## src/rtl/mdd_pkg.sv

```systemverilog
// Package with the types, codes and limits of the response deframer.
package mdd_pkg;

    // Largest frame that the downstream store can hold, in bytes.
    localparam int MAX_FRAME = 256;

    // Width used for limit compares, wide enough for 12 plus a byte and for MAX_FRAME.
    localparam int CMP_W = 10;
    localparam logic [CMP_W-1:0] CNT_LIMIT = CMP_W'(MAX_FRAME - 5);
    localparam logic [CMP_W-1:0] LEN_LIMIT = CMP_W'(MAX_FRAME - 12);

    // Protocol bytes.
    localparam logic [7:0] DLT_START = 8'h68;
    localparam logic [7:0] DLT_END   = 8'h16;

    // Frame positions where decisions are taken.
    localparam logic [8:0] MB_FUNC_IDX  = 9'd1;
    localparam logic [8:0] MB_COUNT_IDX = 9'd2;
    localparam logic [8:0] MB_LAST_HDR  = 9'd7;
    localparam logic [8:0] DL_START_IDX = 9'd7;
    localparam logic [8:0] DL_LEN_IDX   = 9'd9;
    localparam logic [7:0] MB_MIN_COUNT = 8'd3;
    localparam logic [8:0] DL_TAIL_XTRA = 9'd2;

    // Phase codes of the deframer state machine.
    localparam logic [2:0] PH_HUNT    = 3'd0;
    localparam logic [2:0] PH_MB_HEAD = 3'd1;
    localparam logic [2:0] PH_MB_TAIL = 3'd2;
    localparam logic [2:0] PH_DL_HEAD = 3'd3;
    localparam logic [2:0] PH_DL_TAIL = 3'd4;

    // Frame kind codes.
    localparam logic [1:0] KIND_NONE = 2'd0;
    localparam logic [1:0] KIND_MB   = 2'd1;
    localparam logic [1:0] KIND_DLT  = 2'd2;

    // Event codes.
    localparam logic [2:0] EV_DISCARD = 3'd0;
    localparam logic [2:0] EV_ACCEPT  = 3'd1;
    localparam logic [2:0] EV_DONE    = 3'd2;
    localparam logic [2:0] EV_REJECT  = 3'd3;
    localparam logic [2:0] EV_LINE    = 3'd4;

    // Configuration register indexes.
    localparam logic [1:0] REG_ADDR  = 2'd0;
    localparam logic [1:0] REG_WRITE = 2'd1;
    localparam logic [1:0] REG_READ  = 2'd2;

    // Configuration register reset values.
    localparam logic [7:0] ADDR_RST  = 8'd255;
    localparam logic [7:0] WRITE_RST = 8'd6;
    localparam logic [7:0] READ_RST  = 8'd3;

    typedef struct packed {
        logic [2:0] phase;
        logic [8:0] byte_count;
        logic [8:0] bytes_remaining;
        logic [7:0] function_byte;
        logic [7:0] count_byte;
    } t_state;

    typedef struct packed {
        logic [7:0] expected_address;
        logic [7:0] write_function_code;
        logic [7:0] read_function_code;
    } t_cfg;

    typedef struct packed {
        logic [7:0] data_byte;
        logic [8:0] byte_index;
        logic [1:0] frame_kind;
        logic [2:0] event_res;
        logic       last;
    } t_res;

endpackage

```

## src/rtl/mdd_ifs.sv

```systemverilog
// Channel interfaces of the deframer: received bytes, results and configuration writes.
interface mdd_rx_if;
    logic       valid;
    logic       ready;
    logic [7:0] rx_byte;
    logic       line_error;

    modport source(output valid, rx_byte, line_error, input ready);
    modport sink(input valid, rx_byte, line_error, output ready);
endinterface

interface mdd_res_if;
    logic       valid;
    logic       ready;
    logic [7:0] data_byte;
    logic [8:0] byte_index;
    logic [1:0] frame_kind;
    logic [2:0] event_res;
    logic       last;

    modport source(output valid, data_byte, byte_index, frame_kind, event_res, last,
                   input ready);
    modport sink(input valid, data_byte, byte_index, frame_kind, event_res, last,
                 output ready);
endinterface

interface mdd_cfg_if;
    logic       valid;
    logic       ready;
    logic [1:0] index;
    logic [7:0] data;

    modport source(output valid, index, data, input ready);
    modport sink(input valid, index, data, output ready);
endinterface

```

## src/rtl/modbus_dlt645_response_deframer.sv

```systemverilog
// Top level of the Modbus RTU / DLT645 response deframer.
// Takes one received byte per clock cycle unless stalled and returns one result per byte,
// registered in an output register. The whole per-byte decision is a single pass of
// compare-and-count logic between the frame state registers and that output register,
// so a byte is taken in every cycle in which the output register is empty or its
// result is being taken at the same edge. Configuration writes are always taken.
module modbus_dlt645_response_deframer import mdd_pkg::*; (
    input  logic       i_clk,
    input  logic       i_rst_n,
    mdd_cfg_if.sink    i_cfg,
    mdd_rx_if.sink     i_rx,
    mdd_res_if.source  o_res
);

    t_cfg   r_cfg;
    t_state r_state;
    t_state n_state;
    t_res   r_res;
    t_res   n_res;
    logic   r_res_valid;
    logic   rx_take;

    // Configuration registers.
    assign i_cfg.ready = 1'b1;

    always_ff @(posedge i_clk) begin
        if (!i_rst_n) begin
            r_cfg.expected_address    <= ADDR_RST;
            r_cfg.write_function_code <= WRITE_RST;
            r_cfg.read_function_code  <= READ_RST;
        end else if (i_cfg.valid) begin
            unique case (i_cfg.index)
                REG_ADDR:  r_cfg.expected_address    <= i_cfg.data;
                REG_WRITE: r_cfg.write_function_code <= i_cfg.data;
                REG_READ:  r_cfg.read_function_code  <= i_cfg.data;
                default:   r_cfg                     <= r_cfg;
            endcase
        end
    end

    // Input is taken whenever the output register is empty or frees up in the same cycle.
    assign i_rx.ready = !r_res_valid || o_res.ready;
    assign rx_take    = i_rx.valid && i_rx.ready;

    mdd_step u_step (
        .i_state (r_state),
        .i_cfg   (r_cfg),
        .i_byte  (i_rx.rx_byte),
        .i_err   (i_rx.line_error),
        .o_state (n_state),
        .o_res   (n_res)
    );

    // Frame state.
    always_ff @(posedge i_clk) begin
        if (!i_rst_n) begin
            r_state <= '0;
        end else if (rx_take) begin
            r_state <= n_state;
        end
    end

    // Output register.
    always_ff @(posedge i_clk) begin
        if (!i_rst_n) begin
            r_res_valid <= 1'b0;
        end else if (rx_take) begin
            r_res_valid <= 1'b1;
        end else if (o_res.ready) begin
            r_res_valid <= 1'b0;
        end
    end

    always_ff @(posedge i_clk) begin
        if (rx_take) begin
            r_res <= n_res;
        end
    end

    assign o_res.valid      = r_res_valid;
    assign o_res.data_byte  = r_res.data_byte;
    assign o_res.byte_index = r_res.byte_index;
    assign o_res.frame_kind = r_res.frame_kind;
    assign o_res.event_res  = r_res.event_res;
    assign o_res.last       = r_res.last;

endmodule

```

## src/rtl/mdd_step.sv

```systemverilog
// Per-byte decision logic: next deframer state and the result for one received byte.
module mdd_step import mdd_pkg::*; (
    input  t_state     i_state,
    input  t_cfg       i_cfg,
    input  logic [7:0] i_byte,
    input  logic       i_err,
    output t_state     o_state,
    output t_res       o_res
);

    logic       in_frame;
    logic [8:0] idx;
    logic [8:0] count_inc;
    logic       cnt_bad;
    logic       len_bad;

    assign idx       = i_state.byte_count;
    assign count_inc = idx + 9'd1;
    assign in_frame  = (i_state.phase == PH_MB_HEAD) || (i_state.phase == PH_MB_TAIL) ||
                       (i_state.phase == PH_DL_HEAD) || (i_state.phase == PH_DL_TAIL);

    // Range checks on the Modbus byte count and the DLT645 length byte.
    assign cnt_bad = (i_state.count_byte < MB_MIN_COUNT) ||
                     ({{(CMP_W-8){1'b0}}, i_state.count_byte} > CNT_LIMIT);
    assign len_bad = {{(CMP_W-8){1'b0}}, i_byte} > LEN_LIMIT;

    always_comb begin
        o_state          = i_state;
        o_res.data_byte  = i_byte;
        o_res.byte_index = 9'd0;
        o_res.frame_kind = KIND_NONE;
        o_res.event_res  = EV_DISCARD;
        o_res.last       = 1'b0;

        if (!in_frame) begin
            // Hunting: look for the start of a DLT645 or a Modbus frame.
            o_state.phase           = PH_HUNT;
            o_state.byte_count      = 9'd0;
            o_state.bytes_remaining = 9'd0;
            if (i_err) begin
                o_res.event_res = EV_LINE;
            end else if (i_byte == DLT_START) begin
                o_res.frame_kind   = KIND_DLT;
                o_res.event_res    = EV_ACCEPT;
                o_state.phase      = PH_DL_HEAD;
                o_state.byte_count = 9'd1;
            end else if (i_byte == i_cfg.expected_address) begin
                o_res.frame_kind   = KIND_MB;
                o_res.event_res    = EV_ACCEPT;
                o_state.phase      = PH_MB_HEAD;
                o_state.byte_count = 9'd1;
            end
        end else begin
            o_res.byte_index = idx;
            o_res.frame_kind = ((i_state.phase == PH_MB_HEAD) ||
                                (i_state.phase == PH_MB_TAIL)) ? KIND_MB : KIND_DLT;
            o_res.event_res  = EV_ACCEPT;
            if (i_err) begin
                // A line error aborts the frame.
                o_res.event_res         = EV_LINE;
                o_res.last              = 1'b1;
                o_state.phase           = PH_HUNT;
                o_state.byte_count      = 9'd0;
                o_state.bytes_remaining = 9'd0;
            end else begin
                o_state.byte_count = count_inc;
                unique case (i_state.phase)
                    PH_MB_HEAD: begin
                        if (idx == MB_FUNC_IDX) begin
                            o_state.function_byte = i_byte;
                        end
                        if (idx == MB_COUNT_IDX) begin
                            o_state.count_byte = i_byte;
                        end
                        // The header decision falls on byte 7.
                        if (idx >= MB_LAST_HDR) begin
                            o_res.last              = 1'b1;
                            o_state.phase           = PH_HUNT;
                            o_state.byte_count      = 9'd0;
                            o_state.bytes_remaining = 9'd0;
                            if (i_state.function_byte == i_cfg.write_function_code) begin
                                o_res.event_res = EV_DONE;
                            end else if (i_state.function_byte ==
                                         i_cfg.read_function_code) begin
                                if (cnt_bad) begin
                                    o_res.event_res = EV_REJECT;
                                end else if (i_state.count_byte == MB_MIN_COUNT) begin
                                    o_res.event_res = EV_DONE;
                                end else begin
                                    o_res.last              = 1'b0;
                                    o_state.phase           = PH_MB_TAIL;
                                    o_state.byte_count      = count_inc;
                                    o_state.bytes_remaining =
                                        {1'b0, i_state.count_byte} - {1'b0, MB_MIN_COUNT};
                                end
                            end else begin
                                o_res.event_res = EV_REJECT;
                            end
                        end
                    end
                    PH_DL_HEAD: begin
                        if (idx == DL_START_IDX) begin
                            o_state.function_byte = i_byte;
                        end
                        // The length byte decides whether the frame fits.
                        if (idx >= DL_LEN_IDX) begin
                            o_state.count_byte = i_byte;
                            if ((i_state.function_byte != DLT_START) || len_bad) begin
                                o_res.event_res         = EV_REJECT;
                                o_res.last              = 1'b1;
                                o_state.phase           = PH_HUNT;
                                o_state.byte_count      = 9'd0;
                                o_state.bytes_remaining = 9'd0;
                            end else begin
                                o_state.phase           = PH_DL_TAIL;
                                o_state.bytes_remaining = {1'b0, i_byte} + DL_TAIL_XTRA;
                            end
                        end
                    end
                    PH_MB_TAIL, PH_DL_TAIL: begin
                        // Tail bytes count down; the last one ends the frame.
                        if (i_state.bytes_remaining <= 9'd1) begin
                            o_res.last              = 1'b1;
                            o_state.phase           = PH_HUNT;
                            o_state.byte_count      = 9'd0;
                            o_state.bytes_remaining = 9'd0;
                            if ((i_state.phase == PH_DL_TAIL) && (i_byte != DLT_END)) begin
                                o_res.event_res = EV_REJECT;
                            end else begin
                                o_res.event_res = EV_DONE;
                            end
                        end else begin
                            o_state.bytes_remaining = i_state.bytes_remaining - 9'd1;
                        end
                    end
                    default: begin
                        o_state.phase = PH_HUNT;
                    end
                endcase
            end
        end
    end

endmodule

```

## src/flat_wrapper.sv

```systemverilog
// flat-port wrapper written by rule: the top's interface ports become plain ports
module modbus_dlt645_response_deframer_flat import mdd_pkg::*;
  (i_clk, i_rst_n, i_cfg_valid, i_cfg_index, i_cfg_data, i_cfg_ready, i_rx_valid, i_rx_rx_byte, i_rx_line_error, i_rx_ready, o_res_valid, o_res_data_byte, o_res_byte_index, o_res_frame_kind, o_res_event_res, o_res_last, o_res_ready);
  mdd_cfg_if i_cfg_i ();
  mdd_rx_if i_rx_i ();
  mdd_res_if o_res_i ();
  input  logic i_clk;
  input  logic i_rst_n;
  input wire logic [$bits(i_cfg_i.valid)-1:0] i_cfg_valid;
  input wire logic [$bits(i_cfg_i.index)-1:0] i_cfg_index;
  input wire logic [$bits(i_cfg_i.data)-1:0] i_cfg_data;
  output wire logic [$bits(i_cfg_i.ready)-1:0] i_cfg_ready;
  input wire logic [$bits(i_rx_i.valid)-1:0] i_rx_valid;
  input wire logic [$bits(i_rx_i.rx_byte)-1:0] i_rx_rx_byte;
  input wire logic [$bits(i_rx_i.line_error)-1:0] i_rx_line_error;
  output wire logic [$bits(i_rx_i.ready)-1:0] i_rx_ready;
  output wire logic [$bits(o_res_i.valid)-1:0] o_res_valid;
  output wire logic [$bits(o_res_i.data_byte)-1:0] o_res_data_byte;
  output wire logic [$bits(o_res_i.byte_index)-1:0] o_res_byte_index;
  output wire logic [$bits(o_res_i.frame_kind)-1:0] o_res_frame_kind;
  output wire logic [$bits(o_res_i.event_res)-1:0] o_res_event_res;
  output wire logic [$bits(o_res_i.last)-1:0] o_res_last;
  input wire logic [$bits(o_res_i.ready)-1:0] o_res_ready;
  assign i_cfg_i.valid = i_cfg_valid;
  assign i_cfg_i.index = i_cfg_index;
  assign i_cfg_i.data = i_cfg_data;
  assign i_cfg_ready = i_cfg_i.ready;
  assign i_rx_i.valid = i_rx_valid;
  assign i_rx_i.rx_byte = i_rx_rx_byte;
  assign i_rx_i.line_error = i_rx_line_error;
  assign i_rx_ready = i_rx_i.ready;
  assign o_res_valid = o_res_i.valid;
  assign o_res_data_byte = o_res_i.data_byte;
  assign o_res_byte_index = o_res_i.byte_index;
  assign o_res_frame_kind = o_res_i.frame_kind;
  assign o_res_event_res = o_res_i.event_res;
  assign o_res_last = o_res_i.last;
  assign o_res_i.ready = o_res_ready;
  modbus_dlt645_response_deframer u_core (.i_clk(i_clk), .i_rst_n(i_rst_n), .i_cfg(i_cfg_i), .i_rx(i_rx_i), .o_res(o_res_i));
endmodule
```

## config.mk

```make
export PLATFORM = sky130hd
export DESIGN_NAME = modbus_dlt645_response_deframer_flat
export DESIGN_NICKNAME = d
export VERILOG_FILES = /design/src/rtl/mdd_pkg.sv /design/src/rtl/mdd_ifs.sv /design/src/rtl/modbus_dlt645_response_deframer.sv /design/src/rtl/mdd_step.sv /design/src/flat_wrapper.sv
export SDC_FILE = /design/constraint.sdc
export NUM_CORES = 1
export LEC_CHECK = 0
export ABC_AREA = 1
export BUFFER_PORTS_ARGS = -buffer_cell sky130_fd_sc_hd__buf_2
export CAP_MARGIN = 30
export CORE_UTILIZATION = 59
export DETAILED_ROUTE_END_ITERATION = 10
export PLACE_DENSITY_LB_ADDON = 0.15
export SLEW_MARGIN = 20
export SYNTH_ARGS = -nofsm -noshare
export SYNTH_HDL_FRONTEND = slang
export SYNTH_SLANG_ARGS = --single-unit
```

## constraint.sdc

```tcl
create_clock -name i_clk -period 2 [get_ports i_clk]
set_input_delay 0 -clock i_clk [delete_from_list [all_inputs] [get_ports i_clk]]
set_output_delay 0 -clock i_clk [all_outputs]
set_load 0.01 [all_outputs]
```

==> impl_metrics.json <==
{
  "status": "finished, final reports clean",
  "yosysTopAreaCell": "dfxtp_1",
  "crit_top_cell": "nand2_1",
  "fin_cells": 838,
  "place.gp.congestion": 0.9010,
  "via_per_inst": 5.283,
  "clk_pin_slew_ns": 0.10,
  "fin_crit_sh_pct": 93.75,
  "clkLatencyLatePin_ns": 0.36,
  "diodes": 0,
  "clock_sinks": 85,
  "die_w_um": 93.10,
  "detail_route.wl_per_cell_um": 13.50,
  "drv_slew": 0,
  "root_buffer": "clkbuf_8",
  "ys_seq_area_share_pct": 39.46,
  "start_util_pct": 62.07,
  "ir_drop_v": 0.0004236,
  "cp-end-kind": "flop",
  "htreeDepth": 3,
  "critical_path_arrival_ns": 2.16,
  "hp-class": "primary input to flop",
  "synth_edf_count": 23,
  "slowest_delay_ns": 0.42,
  "fin_tns_setup_ns": 0,
  "rsz0062_at_grt": "false",
  "cp_max_fo": 5,
  "finalSetupViolations": 0,
  "slew_headroom_pct": 59.06,
  "num_rows": 32,
  "cpMaxStageDelayCell": "dfxtp_1",
  "drc": 0,
  "area_growth_pct": 14.08,
  "power_density_nw_per_um2": 632.5,
  "routed_wl_mm": 11.32,
  "netlist_area_um2": 4896,
  "dr.pass1.iters": 5,
  "num-fill-cells": 664,
  "cts_tree": "done",
  "cts_buffer_depth": 2,
  "yosys_warnings": 0,
  "num_io_pins": 50,
  "postCtsSetupBuffers": 0,
  "drive_gt1_share_pct": 18.34,
  "ys.flop_type": "dfxtp_1",
  "required_ns": 2.29,
  "worst_pin_slew_ns": 0.6094,
  "grt_pass1_vias": 4064,
  "portBuffers": 48,
  "fmax_ghz": 0.5333,
  "numCtsBuffers": 9,
  "antenna_left": 0,
  "syn_inst": 666,
  "crit_chain": "ha_1 > nand2_1 > inv_1 > nor2_1 > nand2_1 > inv_1 > nor2_2 > nand3_1 > nand3_1 > nand2_1 > a21oi_1",
  "die_h_um": 93.10,
  "min_period_ns": 1.875,
  "synth_top_area_share_pct": 25.35,
  "grt.total_usage_pct": 27.18,
  "antenna_found_initial": 0,
  "overflow": 0,
  "grt_max_degree": 37,
  "crit_type": "flop to flop",
  "skew_ns": 0.01429,
  "async_flop_share_pct": 0,
  "yosys-top-cells-area": "dfxtp_1 (25%), edfxtp_1 (14%), nand2_1 (13%), inv_1 (5.3%), nor2_1 (5.2%)",
  "synth-seq-cells": 85,
  "vias": 4427,
  "critPathLaunchType": "flop",
  "drt_iter0_drc": 289,
  "synth_fp_nets": 697,
  "fin_nets": 762,
  "avgSynthCellArea_um2": 7.351,
  "die_area_um2": 8667,
  "p_leak_uw": 0.002428,
  "hpwl_mm": 8.385,
  "core_area_um2": 7888,
  "dpl.cell_count": 803,
  "drv_cap": 0,
  "hold_violations": 0,
  "grt_pass1_wl_mm": 18.66,
  "synth_cell_types": 48,
  "register_area_um2": 1933,
  "multi_input_area_um2": 2545
}
==> through the flow <==
| stage | cell area, um^2 | utilization (%) | worst slack [ns] | hold slack (ns) | total power [uW] |
|---|---|---|---|---|---|
| 2_1_floorplan | 4896 | - | 0.04057 | 0.09887 | 2240 |
| 3_3_place_gp | 5202 | 65.96 | 0.1429 | 0.2377 | 2373 |
| 3_5_place_dp | 5202 | 65.96 | 0.06888 | 0.2514 | 2383 |
| 4_1_cts | 5567 | 70.57 | 0.05866 | 0.05460 | 3540 |
| 5_1_grt | 5585 | 70.81 | 0.008068 | 0.07985 | 3681 |
| 6_report | 5585 | 70.81 | 0.1250 | 0.05215 | 3533 |
==> Yosys cell counts (2+ instances only) <==
library cell and n:
nand4_1 18, nand3_2 3, nand2_2 9, a21oi_2 6, o21ai_0 28, nor3_2 2, xor2_1 13, nand2_1 165
clkbuf_1 7, o21ai_2 2, dfxtp_1 62, edfxtp_1 23, nand2_8 2, xnor2_1 11, a21oi_1 37, nor4_1 2
inv_1 69, buf_4 2, inv_2 12, nor2_2 5, nand3b_1 3, nor2_4 5, a211oi_1 8, o211ai_1 4
inv_4 3, ha_1 7, clkinv_1 2, buf_2 6, nand2_4 3, nor3_1 10, or2_2 5, nand3_1 42
nor2_1 68, o21ai_1 7, and2_1 2
==> power breakdown <==
group | internal [uW] | switching [uW]
clock | 492 | 661
sequential | 1840 | 38.2
combinational | 178 | 326
total | 2510 | 1030
==> cell type report <==
class | instances | share of cell area, %
repair buffers | 72 | 8.333
clock buffers | 10 | 2.464
flip-flops and latches | 85 | 34.61
inverters | 86 | 5.914
clock inverters | 6 | 0.8289
multi-input cells | 477 | 45.56
well taps | 102 | 2.285
==> sequential cells by signal, summed over array words and instances, names as in the netlist <==
signal / count
u_core.o_res.valid: 1
u_core.o_res.event_res: 3
u_core.o_res.data_byte: 8
u_core.o_res.byte_index: 9
u_core.r_cfg: 24
u_core.o_res.last: 1
u_core.r_state: 37
u_core.o_res.frame_kind: 2
==> critical path: cells and delay by family, from the launching register on <==
kind / cells / cell delay, ns
and+or+nand+nor: 7 / 0.80
DFF: 1 / 0.42
buffers and inverters: 2 / 0.23
adders and majority gates: 1 / 0.21
AOI/OAI and AO/OA: 1 / 0.14
==> routing by layer <==
layer | track usage, % | up-vias | wire (um)
li1 | - | 2289 | -
met1 | 34.14 | 1998 | 5082
met2 | 46.69 | 117 | 5520
met3 | 4.390 | 23 | 467
met4 | 10.38 | 0 | 246
met5 | 0 | - | 0
==> layout by cell type (no fill, tap or decap), drive strengths merged, types with 18 or more instances in the layout <==
cell type and instances:
nand2 179, dlygate4sd3 18, nor2 80, buf 54, edfxtp 23, inv 85, dfxtp 62, a21oi 44
o21ai 38, nand4 19, nand3 45
==> cells by family (layout without fill, tap and decap cells) <==
group | count (synthesis) | in the layout | share of synthesized area, %
compound gates | 96 | 96 | 11.60
simple gates | 348 | 349 | 33.86
other cells | 1 | 1 | 0.07659
fa+ha+maj | 7 | 7 | 1.789
buf+inv | 105 | 174 | 8.919
flops | 85 | 85 | 39.46
xor+xnor | 24 | 24 | 4.293
==> repair_timing <==
action	in CTS	in global routing
hold endpoints to repair	36	0
endpoints found under the setup margin	0	16
gates resized for setup	0	4
hold buffers	18	0
==> path summary, 6_finish.rpt <==
path              slack [ns]                 end  depth (start not counted)               start
setup reg to reg        0.13  u_core.r_state[18]                         11  u_core.r_state[25]
hold reg to reg         0.47    u_core.r_cfg[14]                          2    u_core.r_cfg[14]
hold / removal          0.05    u_core.r_cfg[10]                          4      i_cfg_index[1]
setup / recovery        0.13  u_core.r_state[18]                         11  u_core.r_state[25]
No activity file was read; power rests on OpenSTA's default activity.
